<file path="src/hw/rtl/gkg_ram.sv">
// generic single write port ram with one registered read port
module gkg_ram #(
    parameter int WIDTH = 16,
    parameter int DEPTH = 64
) (
    input  logic                                   clk,
    input  logic                                   we,
    input  logic [((DEPTH > 1) ? $clog2(DEPTH) : 1)-1:0] waddr,
    input  logic [WIDTH-1:0]                       wdata,
    input  logic [((DEPTH > 1) ? $clog2(DEPTH) : 1)-1:0] raddr,
    output logic [WIDTH-1:0]                       rdata
);

    logic [WIDTH-1:0] mem [DEPTH];

    always_ff @(posedge clk)
    begin
        if (we)
        begin
            mem[waddr] <= wdata;
        end
        rdata <= mem[raddr];
    end

endmodule

</file>
<file path="config.mk">
export PLATFORM = sky130hd
export DESIGN_NAME = gkg_ram
export DESIGN_NICKNAME = d
export VERILOG_FILES = /design/src/hw/rtl/gkg_ram.sv
export SDC_FILE = /design/constraint.sdc
export NUM_CORES = 1
export LEC_CHECK = 0
export BUFFER_PORTS_ARGS = -buffer_cell sky130_fd_sc_hd__buf_2
export CAP_MARGIN = 20
export CORE_MARGIN = 2
export CORE_UTILIZATION = 55
export DETAILED_ROUTE_END_ITERATION = 16
export PLACE_DENSITY = 0.72
export SYNTH_ARGS = -nofsm -noshare
export SYNTH_HDL_FRONTEND = slang
export SYNTH_SLANG_ARGS = --single-unit
</file>
<file path="constraint.sdc">
create_clock -name clk -period 2.35 [get_ports clk]
set_input_delay 0 -clock clk [delete_from_list [all_inputs] [get_ports clk]]
set_output_delay 0 -clock clk [all_outputs]
set_load 0.03 [all_outputs]
</file>
==> metrics.md <==
| Metric | Value |
|---|---|
| Share of flip-flops with an asynchronous set or reset | `0` |
| FP Rows | `98` |
| Setup-failing EPs final | `0` |
| Initial antenna violation count | `8` |
| Crit end category | `flop` |
| Most frequent cell after synthesis | `edfxtp_1` |
| Least-Margin Pin Slew | `0.910 ns` |
| Seq cells post-synth | `1040` |
| Synth unique cells | `43` |
| CTS tree | `built` |
| Post-synth EDFFs | `1024` |
| Outcome | `complete, no violations` |
| Compound-Gate Fraction of Synth Area | `0.0241` |
| Area of the multi-input gates | `8250 µm²` |
| Syn. warnings | `0` |
| Die Wd | `274 µm` |
| First-pass GRT wire length | `138000 µm` |
| Placed cell area | `42800 µm²` |
| Gr usage total | `0.260` |
| Final ANT Viol Nets | `0` |
| Routed wl met2 | `46900 µm` |
| Port Buffers | `45` |
| Leakage | `15.0 nW` |
| Num ports | `46` |
| Multiplexer share of the synthesized area | `0.155` |
| MaxCap Viol Count | `0` |
| Clock Root Buffer | `clkbuf_16` |
| Post-Syn Area | `40000 µm²` |
| Clk pin slew, worst setup/hold paths | `0.06 ns` |
| Die Area | `75000 µm²` |
| Routed WL per cell | `30.2 µm` |
| Final Cell Area | `46200 µm²` |
| # fillers | `4588` |
| Critical path type | `flop to flop` |
| Synth area leaders | `edfxtp_1 (77%), mux4_2 (12%), mux2i_1 (2.1%)` |
| Final Hold Fails | `0` |
| Dpl hpwl | `60100 µm` |
| Avg Inst Size Synth | `21.9 µm²` |
| Synth Area in Adders | `0` |
| Total power | `0.0385 W` |
| H-tree depth | `3` |
| Core Box Area | `71700 µm²` |
| VDD IR max | `1.07 mV` |
| Largest net degree at the start of global routing | `65` |
| Area Growth Syn to Fin | `15.3%` |
| Vias in the first global route | `20000` |
| Initial core utilization | `0.558` |
| Final period util | `0.913` |
| Min cycle time layout | `2.15 ns` |
| Arrival @ worst endpoint | `2.65 ns` |
| Worst slack, placed | `-0.0949 ns` |
| DR vias | `19900` |
| Syn_nets | `1859` |
| Post_cts resized | `0` |
| Top sig layer | `met5` |
| Largest family of logic cells by synthesized area | `multiplexers` |
| Dominant cell type by area after synthesis | `edfxtp_1` |
| Iter 0 DRT Violations | `2258` |
| Worst-Skew Late Latency | `0.66 ns` |
| Total gr overflow | `0` |
| Routability cong. | `0.876` |
| Post-synth top cells | `edfxtp_1 (1024), mux4_2 (220), mux2i_1 (85), nor2_1 (72), nand2_1 (59)` |
| DRC | `0` |
| Post-CTS setup buffers | `0` |
| Final net count | `2143` |
| Fmax | `466 MHz` |
| Metal3 WL | `8630 µm` |
| Met1 WL | `36500 µm` |
| Worst-case clock buffer depth | `3` |
| Reg area | `31100 µm²` |
| Synth Area in Simple Gates | `0.0265` |
| Hold WS | `0.0621 ns` |
| Num CTS Buffers | `100` |
| Clock skew | `0.0235 ns` |
| Main synth FF type | `edfxtp_1` |
| Pre-Repair DR Iteration Count | `5` |
| RSZ-0062 raised after global routing | `false` |
| Setup TNS | `0 ns` |
| Rel. slew slack | `0.393` |
| Min-delay worst type | `primary input to flop` |
| Post-synthesis cell count | `1829` |
| Pwr/cell area | `834 nW/µm²` |
| Final Routed Wirelength | `95100 µm` |
| Worst setup slack after layout | `0.204 ns` |
| Post-synthesis sequential area ratio | `0.776` |
| Synth Area in XOR/XNOR | `0` |
| Ratio of cells with drive above 1 in the final layout | `0.301` |
| Avg Vias per Cell | `6.33` |
| Die height | `274 µm` |
| CTS Sinks | `1040` |
| Worst EP required | `2.85 ns` |
| Top-area cell type share of the netlist area | `0.768` |
| Max-slew violations | `0` |
| Critical path fanouts, max | `1` |
| Crit start category | `flop` |
routing by layer:
metal,global-route usage,vias up
li1,-,8254
met1,0.359,10500
met2,0.421,1006
met3,0.0517,167
met4,0.0841,8
met5,0,-
registers in the layout (all words and copies together) (netlist names):
register / flops
mem: 1024
rdata: 16
per-stage QoR:
stage / util / instances
2_1_floorplan: - / 1829
3_3_place_gp: 0.597 / 2944
3_5_place_dp: 0.597 / 2944
4_1_cts: 0.644 / 3143
5_1_grt: 0.644 / 3144
6_report: 0.644 / 3148
timing repair:
action,in CTS,in global routing
endpoints found under the setup margin,0,0
hold buffers,17,0
hold endpoints to repair,400,0
cells by family (layout without fill, tap and decap cells):
group,after synthesis,in the layout
DFF,1040,1040
muxes,336,336
and+or+nand+nor,220,220
AOI/OAI and AO/OA,129,129
buffers and inverters,104,468
other,0,5
report_power, final:
group	leakage (nW)	switching, W	total, W	internal [W]
logic	4.10	0.00131	0.00217	0.000856
clock network	1.57	0.00660	0.0157	0.00912
registers	9.35	0.0000801	0.0206	0.0205
total	15.0	0.00799	0.0385	0.0305
worst paths after layout:
kind	to	startpoint	cells after the start	slack (ns)
setup / recovery	rdata[0]	mem[21][0]	5	0.20
hold / removal	mem[21][13]	wdata[13]	1	0.06
setup reg to reg	rdata[0]	mem[21][0]	5	0.20
hold reg to reg	rdata[5]	mem[57][5]	5	0.85
worst max-delay path, cell delays in order, from the launching register on:
cell and delay (ns):
edfxtp_1 0.37, mux4_2 0.48, mux2i_1 0.38, a22oi_1 0.17, a31oi_1 0.47, a311oi_1 0.12
layout by cell type (no fill, tap or decap), types with 9 or more instances in the layout:
cell / n
nor2_1: 72
nor2b_1: 30
nand3_1: 24
bufinv_16: 9
nand2_1: 59
mux4_2: 220
clkinv_1: 22
dfxtp_1: 16
edfxtp_1: 1024
mux2i_1: 85
nand4_1: 12
a22oi_1: 39
clkbuf_1: 24
buf_12: 28
a21oi_1: 17
buf_2: 42
mux2_2: 27
dlygate4sd3_1: 17
a221oi_1: 16
clkinv_2: 13
clkbuf_16: 103
buf_4: 196
area by class of cell:
type	count	share of cell area
Clock buffer	131	0.0590
Timing Repair Buffer	286	0.0531
Tap cell	950	0.0257
Clock inverter	51	0.0106
Multi-Input combinational cell	685	0.179
Antenna cell	5	0.000271
Sequential cell	1040	0.673
(Power assumes the default switching activity.)
